## src/sv/sc2a_pkg.sv

```systemverilog
// sc2a_pkg: shared constants, hotkey codes and set-1 scan code tables
// for the scan code decoder; depends on nothing
package sc2a_pkg;

  // hotkey command codes
  typedef enum logic [2:0] {
    HK_NONE      = 3'd0,
    HK_EXIT      = 3'd1,
    HK_LOG_DOWN  = 3'd2,
    HK_LOG_UP    = 3'd3,
    HK_SEL_TERM  = 3'd4,
    HK_NEW_PROC  = 3'd5,
    HK_KILL_PROC = 3'd6
  } hotkey_cmd_t;

  // modifier and lock scan codes, press and release
  localparam logic [7:0] SC_CTRL_MAKE   = 8'h1D;
  localparam logic [7:0] SC_CTRL_BREAK  = 8'h9D;
  localparam logic [7:0] SC_LSHIFT_MAKE = 8'h2A;
  localparam logic [7:0] SC_LSHIFT_BRK  = 8'hAA;
  localparam logic [7:0] SC_RSHIFT_MAKE = 8'h36;
  localparam logic [7:0] SC_RSHIFT_BRK  = 8'hB6;
  localparam logic [7:0] SC_ALT_MAKE    = 8'h38;
  localparam logic [7:0] SC_ALT_BREAK   = 8'hB8;
  localparam logic [7:0] SC_CAPS        = 8'h3A;
  localparam logic [7:0] SC_NUM         = 8'h45;
  localparam logic [7:0] SC_ESC_BREAK   = 8'h81;
  localparam logic [7:0] SC_LAST        = 8'h58;
  localparam logic [7:0] SC_PAD_FIRST   = 8'h47;
  localparam logic [7:0] SC_PAD_LAST    = 8'h53;
  localparam logic [7:0] SC_PAD_MINUS   = 8'h4A;
  localparam logic [7:0] SC_PAD_PLUS    = 8'h4E;

  // key code values that matter for hotkeys
  localparam logic [7:0] KC_ESC    = 8'd27;
  localparam logic [7:0] KC_MINUS  = 8'd45;
  localparam logic [7:0] KC_EQUALS = 8'd61;
  localparam logic [7:0] KC_N      = 8'd110;
  localparam logic [7:0] KC_Q      = 8'd113;
  localparam logic [7:0] KC_ZERO   = 8'd48;
  localparam logic [7:0] KC_NINE   = 8'd57;
  localparam logic [7:0] KC_LOW_A  = 8'h61;
  localparam logic [7:0] KC_LOW_Z  = 8'h7A;

  localparam logic [2:0] ESC_EXIT_RESET = 3'd3;
  localparam logic [2:0] ESC_CNT_MAX    = 3'd7;

  // unshifted key codes
  function automatic logic [7:0] plain_code(input logic [6:0] idx);
    unique case (idx)
      7'h01: plain_code = 8'h1B;  7'h02: plain_code = 8'h31;  7'h03: plain_code = 8'h32;
      7'h04: plain_code = 8'h33;  7'h05: plain_code = 8'h34;  7'h06: plain_code = 8'h35;
      7'h07: plain_code = 8'h36;  7'h08: plain_code = 8'h37;  7'h09: plain_code = 8'h38;
      7'h0A: plain_code = 8'h39;  7'h0B: plain_code = 8'h30;  7'h0C: plain_code = 8'h2D;
      7'h0D: plain_code = 8'h3D;  7'h0E: plain_code = 8'h08;  7'h0F: plain_code = 8'h09;
      7'h10: plain_code = 8'h71;  7'h11: plain_code = 8'h77;  7'h12: plain_code = 8'h65;
      7'h13: plain_code = 8'h72;  7'h14: plain_code = 8'h74;  7'h15: plain_code = 8'h79;
      7'h16: plain_code = 8'h75;  7'h17: plain_code = 8'h69;  7'h18: plain_code = 8'h6F;
      7'h19: plain_code = 8'h70;  7'h1A: plain_code = 8'h5B;  7'h1B: plain_code = 8'h5D;
      7'h1C: plain_code = 8'h0A;  7'h1E: plain_code = 8'h61;  7'h1F: plain_code = 8'h73;
      7'h20: plain_code = 8'h64;  7'h21: plain_code = 8'h66;  7'h22: plain_code = 8'h67;
      7'h23: plain_code = 8'h68;  7'h24: plain_code = 8'h6A;  7'h25: plain_code = 8'h6B;
      7'h26: plain_code = 8'h6C;  7'h27: plain_code = 8'h3B;  7'h28: plain_code = 8'h27;
      7'h29: plain_code = 8'h60;  7'h2B: plain_code = 8'h5C;  7'h2C: plain_code = 8'h7A;
      7'h2D: plain_code = 8'h78;  7'h2E: plain_code = 8'h63;  7'h2F: plain_code = 8'h76;
      7'h30: plain_code = 8'h62;  7'h31: plain_code = 8'h6E;  7'h32: plain_code = 8'h6D;
      7'h33: plain_code = 8'h2C;  7'h34: plain_code = 8'h2E;  7'h35: plain_code = 8'h2F;
      7'h37: plain_code = 8'h2A;  7'h39: plain_code = 8'h20;  7'h3B: plain_code = 8'h80;
      7'h3C: plain_code = 8'h81;  7'h3D: plain_code = 8'h82;  7'h3E: plain_code = 8'h83;
      7'h3F: plain_code = 8'h84;  7'h40: plain_code = 8'h85;  7'h41: plain_code = 8'h86;
      7'h42: plain_code = 8'h87;  7'h43: plain_code = 8'h88;  7'h44: plain_code = 8'h89;
      7'h47: plain_code = 8'h37;  7'h48: plain_code = 8'h38;  7'h49: plain_code = 8'h39;
      7'h4A: plain_code = 8'h2D;  7'h4B: plain_code = 8'h34;  7'h4C: plain_code = 8'h35;
      7'h4D: plain_code = 8'h36;  7'h4E: plain_code = 8'h2B;  7'h4F: plain_code = 8'h31;
      7'h50: plain_code = 8'h32;  7'h51: plain_code = 8'h33;  7'h52: plain_code = 8'h30;
      7'h53: plain_code = 8'h2E;  7'h57: plain_code = 8'h8A;  7'h58: plain_code = 8'h8B;
      default: plain_code = 8'h00;
    endcase
  endfunction

  // shifted key codes, numpad navigation codes
  function automatic logic [7:0] alt_code(input logic [6:0] idx);
    unique case (idx)
      7'h02: alt_code = 8'h21;  7'h03: alt_code = 8'h40;  7'h04: alt_code = 8'h23;
      7'h05: alt_code = 8'h24;  7'h06: alt_code = 8'h25;  7'h07: alt_code = 8'h5E;
      7'h08: alt_code = 8'h26;  7'h09: alt_code = 8'h2A;  7'h0A: alt_code = 8'h28;
      7'h0B: alt_code = 8'h29;  7'h0C: alt_code = 8'h5F;  7'h0D: alt_code = 8'h2B;
      7'h10: alt_code = 8'h51;  7'h11: alt_code = 8'h57;  7'h12: alt_code = 8'h45;
      7'h13: alt_code = 8'h52;  7'h14: alt_code = 8'h54;  7'h15: alt_code = 8'h59;
      7'h16: alt_code = 8'h55;  7'h17: alt_code = 8'h49;  7'h18: alt_code = 8'h4F;
      7'h19: alt_code = 8'h50;  7'h1A: alt_code = 8'h7B;  7'h1B: alt_code = 8'h7D;
      7'h1E: alt_code = 8'h41;  7'h1F: alt_code = 8'h53;  7'h20: alt_code = 8'h44;
      7'h21: alt_code = 8'h46;  7'h22: alt_code = 8'h47;  7'h23: alt_code = 8'h48;
      7'h24: alt_code = 8'h4A;  7'h25: alt_code = 8'h4B;  7'h26: alt_code = 8'h4C;
      7'h27: alt_code = 8'h3A;  7'h28: alt_code = 8'h22;  7'h29: alt_code = 8'h7E;
      7'h2B: alt_code = 8'h7C;  7'h2C: alt_code = 8'h5A;  7'h2D: alt_code = 8'h58;
      7'h2E: alt_code = 8'h43;  7'h2F: alt_code = 8'h56;  7'h30: alt_code = 8'h42;
      7'h31: alt_code = 8'h4E;  7'h32: alt_code = 8'h4D;  7'h33: alt_code = 8'h3C;
      7'h34: alt_code = 8'h3E;  7'h35: alt_code = 8'h3F;  7'h47: alt_code = 8'h8C;
      7'h48: alt_code = 8'h8E;  7'h49: alt_code = 8'h92;  7'h4B: alt_code = 8'h90;
      7'h4D: alt_code = 8'h91;  7'h4F: alt_code = 8'h8D;  7'h50: alt_code = 8'h8F;
      7'h51: alt_code = 8'h93;  7'h52: alt_code = 8'h94;  7'h53: alt_code = 8'h95;
      default: alt_code = 8'h00;
    endcase
  endfunction

endpackage

```

## src/sv/scan_code_to_ascii_decoder.sv

```systemverilog
// scan_code_to_ascii_decoder: set-1 scan code to key code and hotkey decoder
// depends on sc2a_pkg for hotkey codes, scan code constants and tables
// an accepted scan byte passes through the input register, then the result register
// accepts one scan byte per cycle while the receiver does not stall the output
// lock, modifier and esc count flags update as each item moves into the result register
// reset (rst_n low, synchronous): both stages empty, all flags cleared, esc exit count 3
module scan_code_to_ascii_decoder (
  input  logic       clk,
  input  logic       rst_n,
  input  logic       cfg_wr_en,
  input  logic [2:0] cfg_wr_data,
  input  logic       in_valid,
  output logic       in_stall,
  input  logic [7:0] in_scan_byte,
  output logic       out_valid,
  input  logic       out_stall,
  output logic [7:0] out_key_code,
  output logic [2:0] out_hotkey_command,
  output logic [3:0] out_terminal_index
);
  import sc2a_pkg::*;

  logic        s1_valid_r;
  logic [7:0]  s1_byte_r;
  logic        out_valid_r;
  logic [7:0]  out_key_r;
  hotkey_cmd_t out_cmd_r;
  logic [3:0]  out_term_r;

  logic        caps_r, num_r, shl_r, shr_r, ctrl_r, alt_r;
  logic        caps_nxt, num_nxt, shl_nxt, shr_nxt, ctrl_nxt, alt_nxt;
  logic [2:0]  esc_cnt_r, esc_cnt_nxt, esc_inc;
  logic [2:0]  esc_exit_r;

  logic        out_free, s1_fire, in_fire;
  logic        is_mod, shift, is_pad;
  logic [7:0]  lo, hi, lookup;
  logic [7:0]  key_nxt;
  hotkey_cmd_t cmd_nxt;
  logic [3:0]  term_nxt;

  // handshake
  assign out_free = !out_valid_r || !out_stall;
  assign s1_fire  = s1_valid_r && out_free;
  assign in_stall = s1_valid_r && !out_free;
  assign in_fire  = in_valid && !in_stall;

  // table lookup for non-modifier bytes
  always_comb begin
    shift  = shl_r || shr_r;
    lo     = plain_code(s1_byte_r[6:0]);
    hi     = alt_code(s1_byte_r[6:0]);
    is_pad = (s1_byte_r >= SC_PAD_FIRST) && (s1_byte_r <= SC_PAD_LAST) &&
             (s1_byte_r != SC_PAD_MINUS) && (s1_byte_r != SC_PAD_PLUS);
    if (s1_byte_r > SC_LAST) begin
      lookup = 8'h00;
    end else if (is_pad) begin
      lookup = num_r ? lo : hi;
    end else if (lo >= KC_LOW_A && lo <= KC_LOW_Z) begin
      lookup = (caps_r != shift) ? hi : lo;
    end else if (hi != 8'h00 && shift) begin
      lookup = hi;
    end else begin
      lookup = lo;
    end
  end

  // modifier and lock flag updates
  always_comb begin
    caps_nxt = caps_r;
    num_nxt  = num_r;
    shl_nxt  = shl_r;
    shr_nxt  = shr_r;
    ctrl_nxt = ctrl_r;
    alt_nxt  = alt_r;
    is_mod   = 1'b1;
    unique case (s1_byte_r)
      SC_CTRL_MAKE:   ctrl_nxt = 1'b1;
      SC_CTRL_BREAK:  ctrl_nxt = 1'b0;
      SC_LSHIFT_MAKE: shl_nxt  = 1'b1;
      SC_LSHIFT_BRK:  shl_nxt  = 1'b0;
      SC_RSHIFT_MAKE: shr_nxt  = 1'b1;
      SC_RSHIFT_BRK:  shr_nxt  = 1'b0;
      SC_ALT_MAKE:    alt_nxt  = 1'b1;
      SC_ALT_BREAK:   alt_nxt  = 1'b0;
      SC_CAPS:        caps_nxt = !caps_r;
      SC_NUM:         num_nxt  = !num_r;
      default:        is_mod   = 1'b0;
    endcase
  end

  // esc counting and hotkey selection
  always_comb begin
    key_nxt     = is_mod ? 8'h00 : lookup;
    cmd_nxt     = HK_NONE;
    term_nxt    = 4'd0;
    esc_inc     = (esc_cnt_r < ESC_CNT_MAX) ? esc_cnt_r + 3'd1 : esc_cnt_r;
    esc_cnt_nxt = esc_cnt_r;
    if (key_nxt == KC_ESC) begin
      esc_cnt_nxt = esc_inc;
      if (esc_inc == esc_exit_r) begin
        cmd_nxt     = HK_EXIT;
        esc_cnt_nxt = 3'd0;
      end
    end else if (s1_byte_r != SC_ESC_BREAK) begin
      esc_cnt_nxt = 3'd0;
    end
    if (cmd_nxt == HK_NONE) begin
      if (ctrl_r && key_nxt == KC_MINUS) begin
        cmd_nxt = HK_LOG_DOWN;
        key_nxt = 8'h00;
      end else if (ctrl_r && key_nxt == KC_EQUALS) begin
        cmd_nxt = HK_LOG_UP;
        key_nxt = 8'h00;
      end else if (alt_r && key_nxt >= KC_ZERO && key_nxt <= KC_NINE) begin
        cmd_nxt  = HK_SEL_TERM;
        term_nxt = 4'(key_nxt - KC_ZERO);
        key_nxt  = 8'h00;
      end else if (ctrl_r && key_nxt == KC_N) begin
        cmd_nxt = HK_NEW_PROC;
        key_nxt = 8'h00;
      end else if (ctrl_r && key_nxt == KC_Q) begin
        cmd_nxt = HK_KILL_PROC;
        key_nxt = 8'h00;
      end
    end
  end

  // control state and configuration
  always_ff @(posedge clk) begin
    if (!rst_n) begin
      s1_valid_r  <= 1'b0;
      out_valid_r <= 1'b0;
      caps_r      <= 1'b0;
      num_r       <= 1'b0;
      shl_r       <= 1'b0;
      shr_r       <= 1'b0;
      ctrl_r      <= 1'b0;
      alt_r       <= 1'b0;
      esc_cnt_r   <= 3'd0;
      esc_exit_r  <= ESC_EXIT_RESET;
    end else begin
      if (cfg_wr_en) begin
        esc_exit_r <= cfg_wr_data;
      end
      if (in_fire) begin
        s1_valid_r <= 1'b1;
      end else if (s1_fire) begin
        s1_valid_r <= 1'b0;
      end
      if (s1_fire) begin
        out_valid_r <= 1'b1;
        caps_r      <= caps_nxt;
        num_r       <= num_nxt;
        shl_r       <= shl_nxt;
        shr_r       <= shr_nxt;
        ctrl_r      <= ctrl_nxt;
        alt_r       <= alt_nxt;
        esc_cnt_r   <= esc_cnt_nxt;
      end else if (!out_stall) begin
        out_valid_r <= 1'b0;
      end
    end
  end

  // payload registers
  always_ff @(posedge clk) begin
    if (in_fire) begin
      s1_byte_r <= in_scan_byte;
    end
    if (s1_fire) begin
      out_key_r  <= key_nxt;
      out_cmd_r  <= cmd_nxt;
      out_term_r <= term_nxt;
    end
  end

  assign out_valid          = out_valid_r;
  assign out_key_code       = out_key_r;
  assign out_hotkey_command = out_cmd_r;
  assign out_terminal_index = out_term_r;

  // terminal index is only nonzero with the select terminal command
  a_term_only_sel: assert property (@(posedge clk) disable iff (!rst_n)
    out_valid_r |-> (out_cmd_r == HK_SEL_TERM || out_term_r == 4'd0))
    else $error("terminal index set without select terminal command");

  // hotkeys other than exit swallow the key
  a_hotkey_no_key: assert property (@(posedge clk) disable iff (!rst_n)
    out_valid_r && out_cmd_r != HK_NONE && out_cmd_r != HK_EXIT |-> out_key_r == 8'h00)
    else $error("key code passed along with a hotkey");

  // exit restarts the esc count
  a_exit_clears_cnt: assert property (@(posedge clk) disable iff (!rst_n)
    s1_fire && cmd_nxt == HK_EXIT |=> esc_cnt_r == 3'd0)
    else $error("esc count not cleared on exit");

  // exit always comes with the esc key code
  a_exit_is_esc: assert property (@(posedge clk) disable iff (!rst_n)
    s1_fire && cmd_nxt == HK_EXIT |=> out_key_r == KC_ESC)
    else $error("exit command without esc key code");

  // stall only while the decode stage holds an item
  a_stall_needs_item: assert property (@(posedge clk) disable iff (!rst_n)
    in_stall |-> s1_valid_r && out_valid_r)
    else $error("input stalled with decode stage empty");

endmodule

```

## config.mk

```make
export PLATFORM = sky130hd
export DESIGN_NAME = scan_code_to_ascii_decoder
export DESIGN_NICKNAME = d
export VERILOG_FILES = /design/src/sv/sc2a_pkg.sv /design/src/sv/scan_code_to_ascii_decoder.sv
export SDC_FILE = /design/constraint.sdc
export NUM_CORES = 1
export LEC_CHECK = 0
export ABC_CLOCK_PERIOD_IN_PS = 3850
export CAP_MARGIN = 20
export CORE_MARGIN = 8
export CORE_UTILIZATION = 50
export DETAILED_ROUTE_END_ITERATION = 10
export DONT_BUFFER_PORTS = 1
export MAX_ROUTING_LAYER = met4
export SETUP_SLACK_MARGIN = 0.4
export SYNTH_ARGS = -nofsm -noshare
export SYNTH_HDL_FRONTEND = slang
export SYNTH_SLANG_ARGS = --single-unit
```

## constraint.sdc

```tcl
create_clock -name clk -period 3.85 [get_ports clk]
set_input_delay 0 -clock clk [delete_from_list [all_inputs] [get_ports clk]]
set_output_delay 0 -clock clk [all_outputs]
set_load 0.03 [all_outputs]
```

==> Yosys cells after proc, flatten, opt, wreduce, memory -nomap -nowiden <==
Memory sizes are Yosys's and may differ from the RTL's. A register that Yosys moved wholly into a read port is not among the register bits.
Index checks and enable logic that the tools add are counted.
{ "totals": {"ff_bits": 37, "rom_bits": 2048, "inputBits": 16, "word_cells": 124, "mem_count": 2} }
{ "memory_table": {"columns": ["name", "words", "word_bits", "rd", "rd_clocked_by_memory_dff", "write_ports", "line_no", "source"], "rows": [
  ["(no name shown)", 128, 8, 1, 1, 0, "sc2a_pkg.sv:50", "unique case (idx)"],
  ["(no name shown)", 128, 8, 1, 1, 0, "sc2a_pkg.sv:83", "unique case (idx)"]
]} }
{ "classes": {"addsub": 2, "magnitude_cmp": 8, "eq_ne": 21, "mux": 36, "bitwise": 2, "n_reduce_logical": 39} }
{ "ops": {"columns": ["operator", "count"], "rows": [
  ["$mux 8", 13],
  ["$eq 8x6->1 const B", 6],
  ["$eq 8x8->1 const B", 4],
  ["$mux 3", 10],
  ["$eq 8x7->1 const B", 3],
  ["$eq 8x5->1 const B", 2],
  ["$ge 8x7->1 const B", 2],
  ["$le 8x7->1 const B", 2],
  ["$ne 8x7->1 const B", 2],
  ["$logic_and 1x1->1", 14],
  ["$mux 7", 2],
  ["$reduce_and 2->1", 7],
  ["$reduce_bool 2->1", 6],
  ["$reduce_or 10->1", 1],
  ["$ge 8x6->1 const B", 1],
  ["$gt 8x7->1 const B", 1],
  ["$le 8x6->1 const B", 1],
  ["$ne 8x8->1 const B", 1],
  ["$pmux 1 s2", 4],
  ["$reduce_bool 8->1", 1],
  ["$mux 1", 7],
  ["$logic_not 1->1", 6],
  ["$reduce_or 4->1", 1],
  ["$sub 4x1->4 const B", 1],
  ["other kinds (8)", 10]
]} }

==> Depth between registers and ports, before layout <==
Gate-level depths: netlist (run 1).
{ "logic_depth": {"ltp_word": 15, "mapped_depth": 12} }

==> Least setup slack after synthesis (run 1) <==
No wires, ideal clock.
{ "synth_path": {"kind": "register to register", "start": "register out_valid_r, in the netlist out_valid", "end": "register lo[1] (netlist name)", "setup_time_ps": 116, "arrival_ps": 3245, "required_time_ps": 3734, "slack_ps": 489, "stages_incl_launch_ff": 13, "path_buffers": 2, "period_less_slack_ps": 3361, "path_cell_list": "dfxtp_1 -> nand3_1 -> nand2_1 -> mux2_2 -> clkinv_1 -> clkbuf_1 -> ha_1 -> clkbuf_1 -> nor3_1 -> a211oi_1 -> nor3_1 -> a311o_1 -> a31o_2"} }
{ "synth_between": {"elab_chain_cells": 7} }
{ "synth_rtl": {"columns": ["element", "line_no", "source"], "rows": [
  ["start, declared", "scan_code_to_ascii_decoder.sv:25", "logic out_valid_r;"],
  ["start signal, assigned", "scan_code_to_ascii_decoder.sv:133", "out_valid_r <= 1'b0;"],
  ["start signal, assigned", "scan_code_to_ascii_decoder.sv:152", "out_valid_r <= 1'b1;"],
  ["start signal, assigned", "scan_code_to_ascii_decoder.sv:161", "out_valid_r <= 1'b0;"],
  ["$logic_not 1->1", "scan_code_to_ascii_decoder.sv:43", "assign out_free = !out_valid_r || !out_stall;"],
  ["$logic_or 1x1->1", "scan_code_to_ascii_decoder.sv:43", null],
  ["$logic_not 1->1", "scan_code_to_ascii_decoder.sv:45", "assign in_stall = s1_valid_r && !out_free;"],
  ["$logic_and 1x1->1", "scan_code_to_ascii_decoder.sv:45", null],
  ["$logic_not 1->1", "scan_code_to_ascii_decoder.sv:46", "assign in_fire = in_valid && !in_stall;"],
  ["$logic_and 1x1->1", "scan_code_to_ascii_decoder.sv:46", null],
  ["$mux 7 (no source line)", null, null]
]} }
No other way between the ends.
A chain may end at the register's enable or synchronous reset.

==> Worst setup path in the final report (run 1) <==
{ "layout_path": {"start": "register out_valid_r, in the netlist out_valid", "end": "register lo[5] (netlist name)"} }
{ "layout_between": {"elab_chain_cells": 7} }
{ "layout_rtl": {"columns": ["element", "line_no"], "rows": [
  ["$logic_not 1->1", "scan_code_to_ascii_decoder.sv:43"],
  ["$logic_or 1x1->1", "scan_code_to_ascii_decoder.sv:43"],
  ["$logic_not 1->1", "scan_code_to_ascii_decoder.sv:45"],
  ["$logic_and 1x1->1", "scan_code_to_ascii_decoder.sv:45"],
  ["$logic_not 1->1", "scan_code_to_ascii_decoder.sv:46"],
  ["$logic_and 1x1->1", "scan_code_to_ascii_decoder.sv:46"],
  ["$mux 7 (no source line)", null]
]} }
No other way between the ends.

==> results of run 1 <==
## sequential cells by signal (all words and copies together), names as in the netlist, 3 cells and up
register and count:
esc_cnt_r 3, s1_byte_r 8, esc_exit_r 3, hi 8, lo 8, out_key_code 8
out_terminal_index 4, out_hotkey_command 3
## routing by layer
metal  global-route usage (%)  vias to the layer above  wire length [um]
met2                    35.83                      231              6053
met3                    2.814                       41               878
met1                    28.82                     2050              5619
li1                         -                     1968                 -
met4                    11.99                        0               506
met5                        -                        -                 0
## worst max-delay path by stage
stage                 end  slack (ns)  depth (start not counted)
finish              lo[5]        0.57                         12
CTS                 lo[1]        0.61                         10
global placement    lo[3]        0.69                         10
detailed placement  lo[1]        0.63                         10
global route        lo[3]        0.44                         10
floorplan           lo[1]        0.49                         12
## cell families after synthesis
logic type | synth area share (%)
compound gates | 28.33
xor+xnor | 1.250
mux | 7.500
simple gates | 23.04
fa+ha+maj | 3.869
buf+inv | 5.298
flops | 30.71
## cell usage after synthesis (all sizes together) (4+ instances only)
| cell | count | area (um2) |
|---|---|---|
| a21o | 6 | 45.04 |
| inv | 12 | 45.04 |
| edfxtp | 23 | 690.7 |
| a21oi | 32 | 160.2 |
| nor2b | 6 | 37.54 |
| nor3b | 5 | 42.54 |
| a211o | 4 | 35.03 |
| nand2b | 6 | 37.54 |
| o22ai | 5 | 45.04 |
| nand4b | 4 | 35.03 |
| ha | 13 | 162.7 |
| a31oi | 8 | 50.05 |
| a22oi | 5 | 37.54 |
| a211oi | 5 | 37.54 |
| o211a | 4 | 40.04 |
| xnor2 | 4 | 35.03 |
| mux2 | 9 | 105.1 |
| o21ai | 38 | 190.2 |
| buf | 15 | 91.34 |
| clkbuf | 22 | 82.58 |
| nand4 | 8 | 50.05 |
| nand3 | 23 | 115.1 |
| nand2 | 54 | 202.7 |
| o31ai | 5 | 37.54 |
| o211ai | 10 | 75.07 |
| dfxtp | 30 | 600.6 |
| nor3 | 12 | 60.06 |
| a311oi | 4 | 35.03 |
| mux2i | 21 | 210.2 |
| and3 | 6 | 37.54 |
| nor4 | 11 | 81.32 |
| o2111ai | 6 | 52.55 |
| nor2 | 41 | 156.4 |
## power breakdown
| group | internal (mW) | total, mW | leakage, nW | switching [mW] |
|---|---|---|---|---|
| clock network | 0.168 | 0.358 | 0.0534 | 0.190 |
| registers | 0.630 | 0.706 | 0.465 | 0.0755 |
| logic | 0.169 | 0.453 | 1.20 | 0.284 |
## final cells by class
class	instances	area share (%)
Multi-Input combinational cell	408	59.39
Sequential cell	53	28.39
Timing Repair Buffer	31	5.997
Tap cell	105	2.889
Clock buffer	7	2.146
Inverter	13	1.073
Clock inverter	1	0.1100
## worst reg2reg max path, stage by stage, from the launching register on
cell	delay [ns]
dfxtp_1	0.56
nand3_1	0.30
nand2_1	0.18
buf_4	0.19
a21o_1	0.41
inv_1	0.12
buf_4	0.23
ha_1	0.24
buf_4	0.19
o22ai_1	0.23
a221o_1	0.17
o21ai_0	0.12
a21o_1	0.22
## timing repair
item                                    in CTS  in global routing
hold buffers                                16                  0
endpoints found under the hold margin       22                  0
endpoints found under the setup margin       0                  3
resized for setup                            0                  2
==> results.md, run 1 <==
- EDFF count, synth: 23
- F_max: between 300 and 400 MHz
- Reg clk slew, reported paths: approximately 0.10 ns
- Crit start category: register
- Worst-path maximum fanout: 16
- DRT Pass-1 Iters: 5
- Setup TNS Final: 0 ns
- Initial cell density of the core: 51.42%
- Final worst-path cycle share: 85.12%
- Slowest Stage Delay on Critical Path: approximately 0.56 ns
- GPL Wtd Cong: 1.005
- # IOs: 33
- HP Class: in2reg
- Vias in the first global route: 4,036
- Initial antenna violation count: 0
- Commonest non-fill, non-tap cell in the layout: nand2_1
- H-Tree Depth: 2
- DR WL/cell: around 21 um
- Clock tree from TritonCTS: done
- R2r startpoint: out_valid
- Setup Crit Path Kind: reg2reg
- Post-Synthesis Cell Area: between 4000 and 5000 um2
- Design Power: between 1.5 and 2 mW
- Peak VDD IR: approximately 0.18 mV
- Area grow syn2layout: 8.184%
- First-pass GRT wire length: between 20 and 25 mm
- Prevailing post-synth register cell: dfxtp_1
- ANT nets after route: 0
- Yosys reg bits: 53
- Die H: between 100 and 150 um
- Reg2reg setup slack: approximately 0.57 ns
- CP Launch Point: out_valid
- Slowest cell on crit path: dfxtp_1
- CTS Root Cell: clkbuf_8
- Final setup fails: 0
- Design Area, Final: 4548 um2
- Power per Cell Area: approximately 330 nW/um2
- Setup WS post-layout: between 0.5 and 0.6 ns
- Clock period minus worst slack: roughly 3.3 ns
- Worst setup EP type: register
- Hold Fails Final Rpt: 0
- Vias: between 4,000 and 5,000
- Fillers: between 700 and 800
- Worst Tran Pin Value: 0.7576 ns
- FF-to-FF End: lo[5]
- Iter 0 DRT Violations: roughly 470
- Sequential Area: ~1300 um2
- Global route total overflow: 0
- NumNets Final: about 540
- Slew Limit Headroom: about half
- Seq/Total Area, Yosys: 30.71%
- Commonest non-fill, non-tap cells in the layout: nand2_1 (54), nor2_1 (39), o21ai_0 (37)
- Hold path cells: 2
- PortBufs: 0
- Outcome: completed
- Layout cells sized above 1: 8.967%
- Min-delay src: out_stall
- Tot GR Track Use: between 20 and 25%
- Vias per cell: just under 7
- Worst EP arrival: 3.48 ns
- Synth cell types: 77
- Crit path max-delay family: compound AO/OA/AOI/OAI gates
- Max Slew Vio Count: 0
- Avg Inst Size Synth: a little over 8 um2
- Core area: a little over 8000 um2
- Num rows: 33
- Placed cell count: around 590
- Leakage power: ~1.7 nW
- Crit-path cells: nand3_1 > nand2_1 > buf_4 > a21o_1 > inv_1 > buf_4 > ha_1 > buf_4 > o22ai_1 > a221o_1 > o21ai_0 > a21o_1
- Max clock buf depth: 2
- Post-CTS Setup Bufs: 0
- Routed WL: between 10 and 15 mm
- Reg2reg path depth: 12
- Ys async rst share: 0%
- Hold path endpoint: s1_valid_r
- Total clock sinks: 53
- Fin cells: roughly 620
- Worst Skew: between 0.009 and 0.01 ns
- DP Worst Slack: between 0.6 and 0.7 ns
- Required time of the critical path: 4.05 ns
- Crit path buf inv count: 4
- Die X: 107.7 um
- Clock Latency Late Sink: 0.31 ns
- Largest net degree at the start of global routing: 42
- Antenna diode count: 0
- Placed cell area: approximately 4300 um2
- Most frequent cell on the critical path: buf_4
- RSZ-0062 raised after global routing: false
- Max Cap Viol: 0
- Final core utilization: roughly 56%
- Area occupied by multi-input gates: between 2000 and 3000 um2
- Number of remaining DRC errors: 0
- Die area: roughly 12,000 um2
- Worst hold slack: around 0.040 ns
- Yosys warns: 0
- Syn Inst Count: 511
- Synth Net Count: between 500 and 600
- Inserted Clock Buffers: 5
- Detailed placer's ending HPWL: 9.130 mm
(Power assumes the default switching activity.)
==> run 2: changes to the inputs <==
--- a/config.mk
+++ b/config.mk
@@ -7,7 +7,6 @@
 export LEC_CHECK = 0
 export ABC_CLOCK_PERIOD_IN_PS = 3850
 export CAP_MARGIN = 20
-export CORE_MARGIN = 8
 export CORE_UTILIZATION = 50
 export DETAILED_ROUTE_END_ITERATION = 10
 export DONT_BUFFER_PORTS = 1
==> run 2 against run 1 <==
Die area decreased by 24%. Critical endpoint is now lo[1]. Setup slack improved by 0.050 ns. Sequential share of layout area increased by 0.055 points. First-iteration DRC count decreased by 26%. Cell count increased by 0.16%. Clock power decreased by 12%. Largest cell class unchanged. The flow now finishes with violations (design-rule violations). Non-clock buffer count increased by 1.
==> results.md, run 2 (synthesis results as in run 1) <==
- Worst Tran Pin Value: 0.8255 ns (+0.06792 ns)
- Peak VDD IR: 0.1826 mV (+3.4%)
- Worst setup EP type: register
- Clock Latency Late Sink: 0.31 ns (about the same)
- HP Class: in2reg
- Reg clk slew, reported paths: 0.09 ns (about the same)
- Leakage power: 1.713 nW (-0.18%)
- Crit start category: register
- Routed WL: 12.82 mm (-1.8%)
- Num rows: 33 (unchanged)
- Failing checks: design-rule violations
- Max clock buf depth: 2 (unchanged)
- CTS Root Cell: clkbuf_8
- Worst Skew: 0.009118 ns (-0.0007105 ns)
- Setup TNS Final: 0 ns (unchanged)
- Die H: 93.70 um (-13%)
- Setup WS post-layout: 0.6226 ns (+0.04971 ns)
- Placed cell count: 595 (+0.17%)
- GPL Wtd Cong: 0.9870 (-1.8%)
- Global route total overflow: 0 (unchanged)
- Initial antenna violation count: 0 (unchanged)
- Power per Cell Area: 325.0 nW/um2 (-2.6%)
- Design Power: 1.475 mW (-2.7%)
- Area grow syn2layout: 7.976%
- Layout cells sized above 1: 9.339% (+0.37 points)
- Setup Crit Path Kind: reg2reg
- Initial cell density of the core: 51.42% (unchanged)
- RSZ-0062 raised after global routing: false
- Hold Fails Final Rpt: 0 (unchanged)
- Antenna diode count: 0 (unchanged)
- Tot GR Track Use: 30.72% (+7.6 points)
- # IOs: 33 (unchanged)
- Clock period minus worst slack: 3.227 ns (-0.04971 ns)
- DR WL/cell: 20.71 um (-2.0%)
- ANT nets after route: 0 (unchanged)
- H-Tree Depth: 2 (unchanged)
- Slew Limit Headroom: 44.73% (-4.5 points)
- Detailed placer's ending HPWL: 9.117 mm (-0.14%)
- Final setup fails: 0 (unchanged)
- Die area: 8779 um2 (-24%)
- Total clock sinks: 53 (unchanged)
- Inserted Clock Buffers: 5 (unchanged)
- Fin cells: 619 (+0.16%)
- Commonest non-fill, non-tap cell in the layout: nand2_1
- Final worst-path cycle share: 83.83% (-1.3 points)
- Core area: 8175 um2 (unchanged)
- Clock tree from TritonCTS: done
- Reg2reg setup slack: 0.62 ns (+0.05 ns)
- Worst EP arrival: 3.43 ns (-0.05 ns)
- Max Slew Vio Count: 0 (unchanged)
- Vias: 4,231 (-1.4%)
- Die X: 93.70 um (-13%)
- F_max: 309.8 MHz (+1.5%)
- Max Cap Viol: 0 (unchanged)
- Commonest non-fill, non-tap cells in the layout: nand2_1 (54), nor2_1 (39), o21ai_0 (37)
- Worst hold slack: 0.04753 ns (+0.007799 ns)
- Worst-path maximum fanout: 14 (-2)
- Vias per cell: 6.835 (-1.5%)
- NumNets Final: 542 (+0.18%)
- DP Worst Slack: 0.6569 ns (+0.03017 ns)
- PortBufs: 0 (unchanged)
- Required time of the critical path: 4.05 ns (about the same)
- Iter 0 DRT Violations: 349 (-26%)
- Vias in the first global route: 3,986 (-1.2%)
- Fillers: 788 (+3.8%)
- Largest net degree at the start of global routing: 42 (unchanged)
- Number of remaining DRC errors: 2 (+2)
- DRT Pass-1 Iters: 8 (+3)
- Outcome: finished, violations left
- First-pass GRT wire length: 20.58 mm (-2.5%)
==> run 2: metal layers <==
layer / routed length (um) / GRT usage [%] / vias up
met5: 0 / - / -
li1: - / - / 1972
met2: 5941 / 47.69 / 225
met1: 5396 / 38.61 / 1987
met4: 503 / 14.62 / 0
met3: 976 / 5.583 / 47
==> run 2: worst max-delay path, cell delays in order (launching register included) <==
cell and delay [ns]:
dfxtp_1 0.56, nand3_1 0.30, nand2_1 0.17, mux2_2 0.47, clkinv_1 0.20, ha_1 0.39, nor3_1 0.14, a211oi_1 0.25
nor3_1 0.07, a311o_1 0.33, a31o_2 0.23
==> run 2: worst paths after layout <==
check,endpoint,cells after the start,from
max,lo[1],10,out_valid
min,s1_valid_r,2,out_stall
max reg2reg,lo[1],10,out_valid
min reg2reg,out_valid,2,s1_valid_r
==> run 2: cell type report <==
class | instances | area (um2) | area share, %
Clock buffer | 6 | 73.82 | 1.626
Inverter | 13 | 48.80 | 1.075
Clock inverter | 2 | 13.76 | 0.3032
Sequential cell | 53 | 1291 | 28.45
Timing Repair Buffer | 32 | 280.3 | 6.174
Multi-Input combinational cell | 408 | 2700 | 59.48
Tap cell | 105 | 131.4 | 2.894
==> run 2: repair_timing <==
item,in CTS,in global routing
setup buffers,0,0
hold buffers,16,0
hold endpoints to repair,22,0
endpoints found under the setup margin,0,1
gates resized for setup,0,2
==> run 2: stage by stage <==
stage          cell area [um2]  utilization [%]
3_5_place_dp              4288            52.45
2_1_floorplan             4204                -
6_report                  4539            55.52
4_1_cts                   4536            55.48
5_1_grt                   4539            55.52
3_3_place_gp              4288            52.45
==> run 2: report_power, final <==
group          switching [mW]  internal (mW)  total (mW)
logic                   0.284          0.170       0.454
registers              0.0760          0.630       0.706
clock network           0.183          0.132       0.315
total                   0.543          0.932        1.48
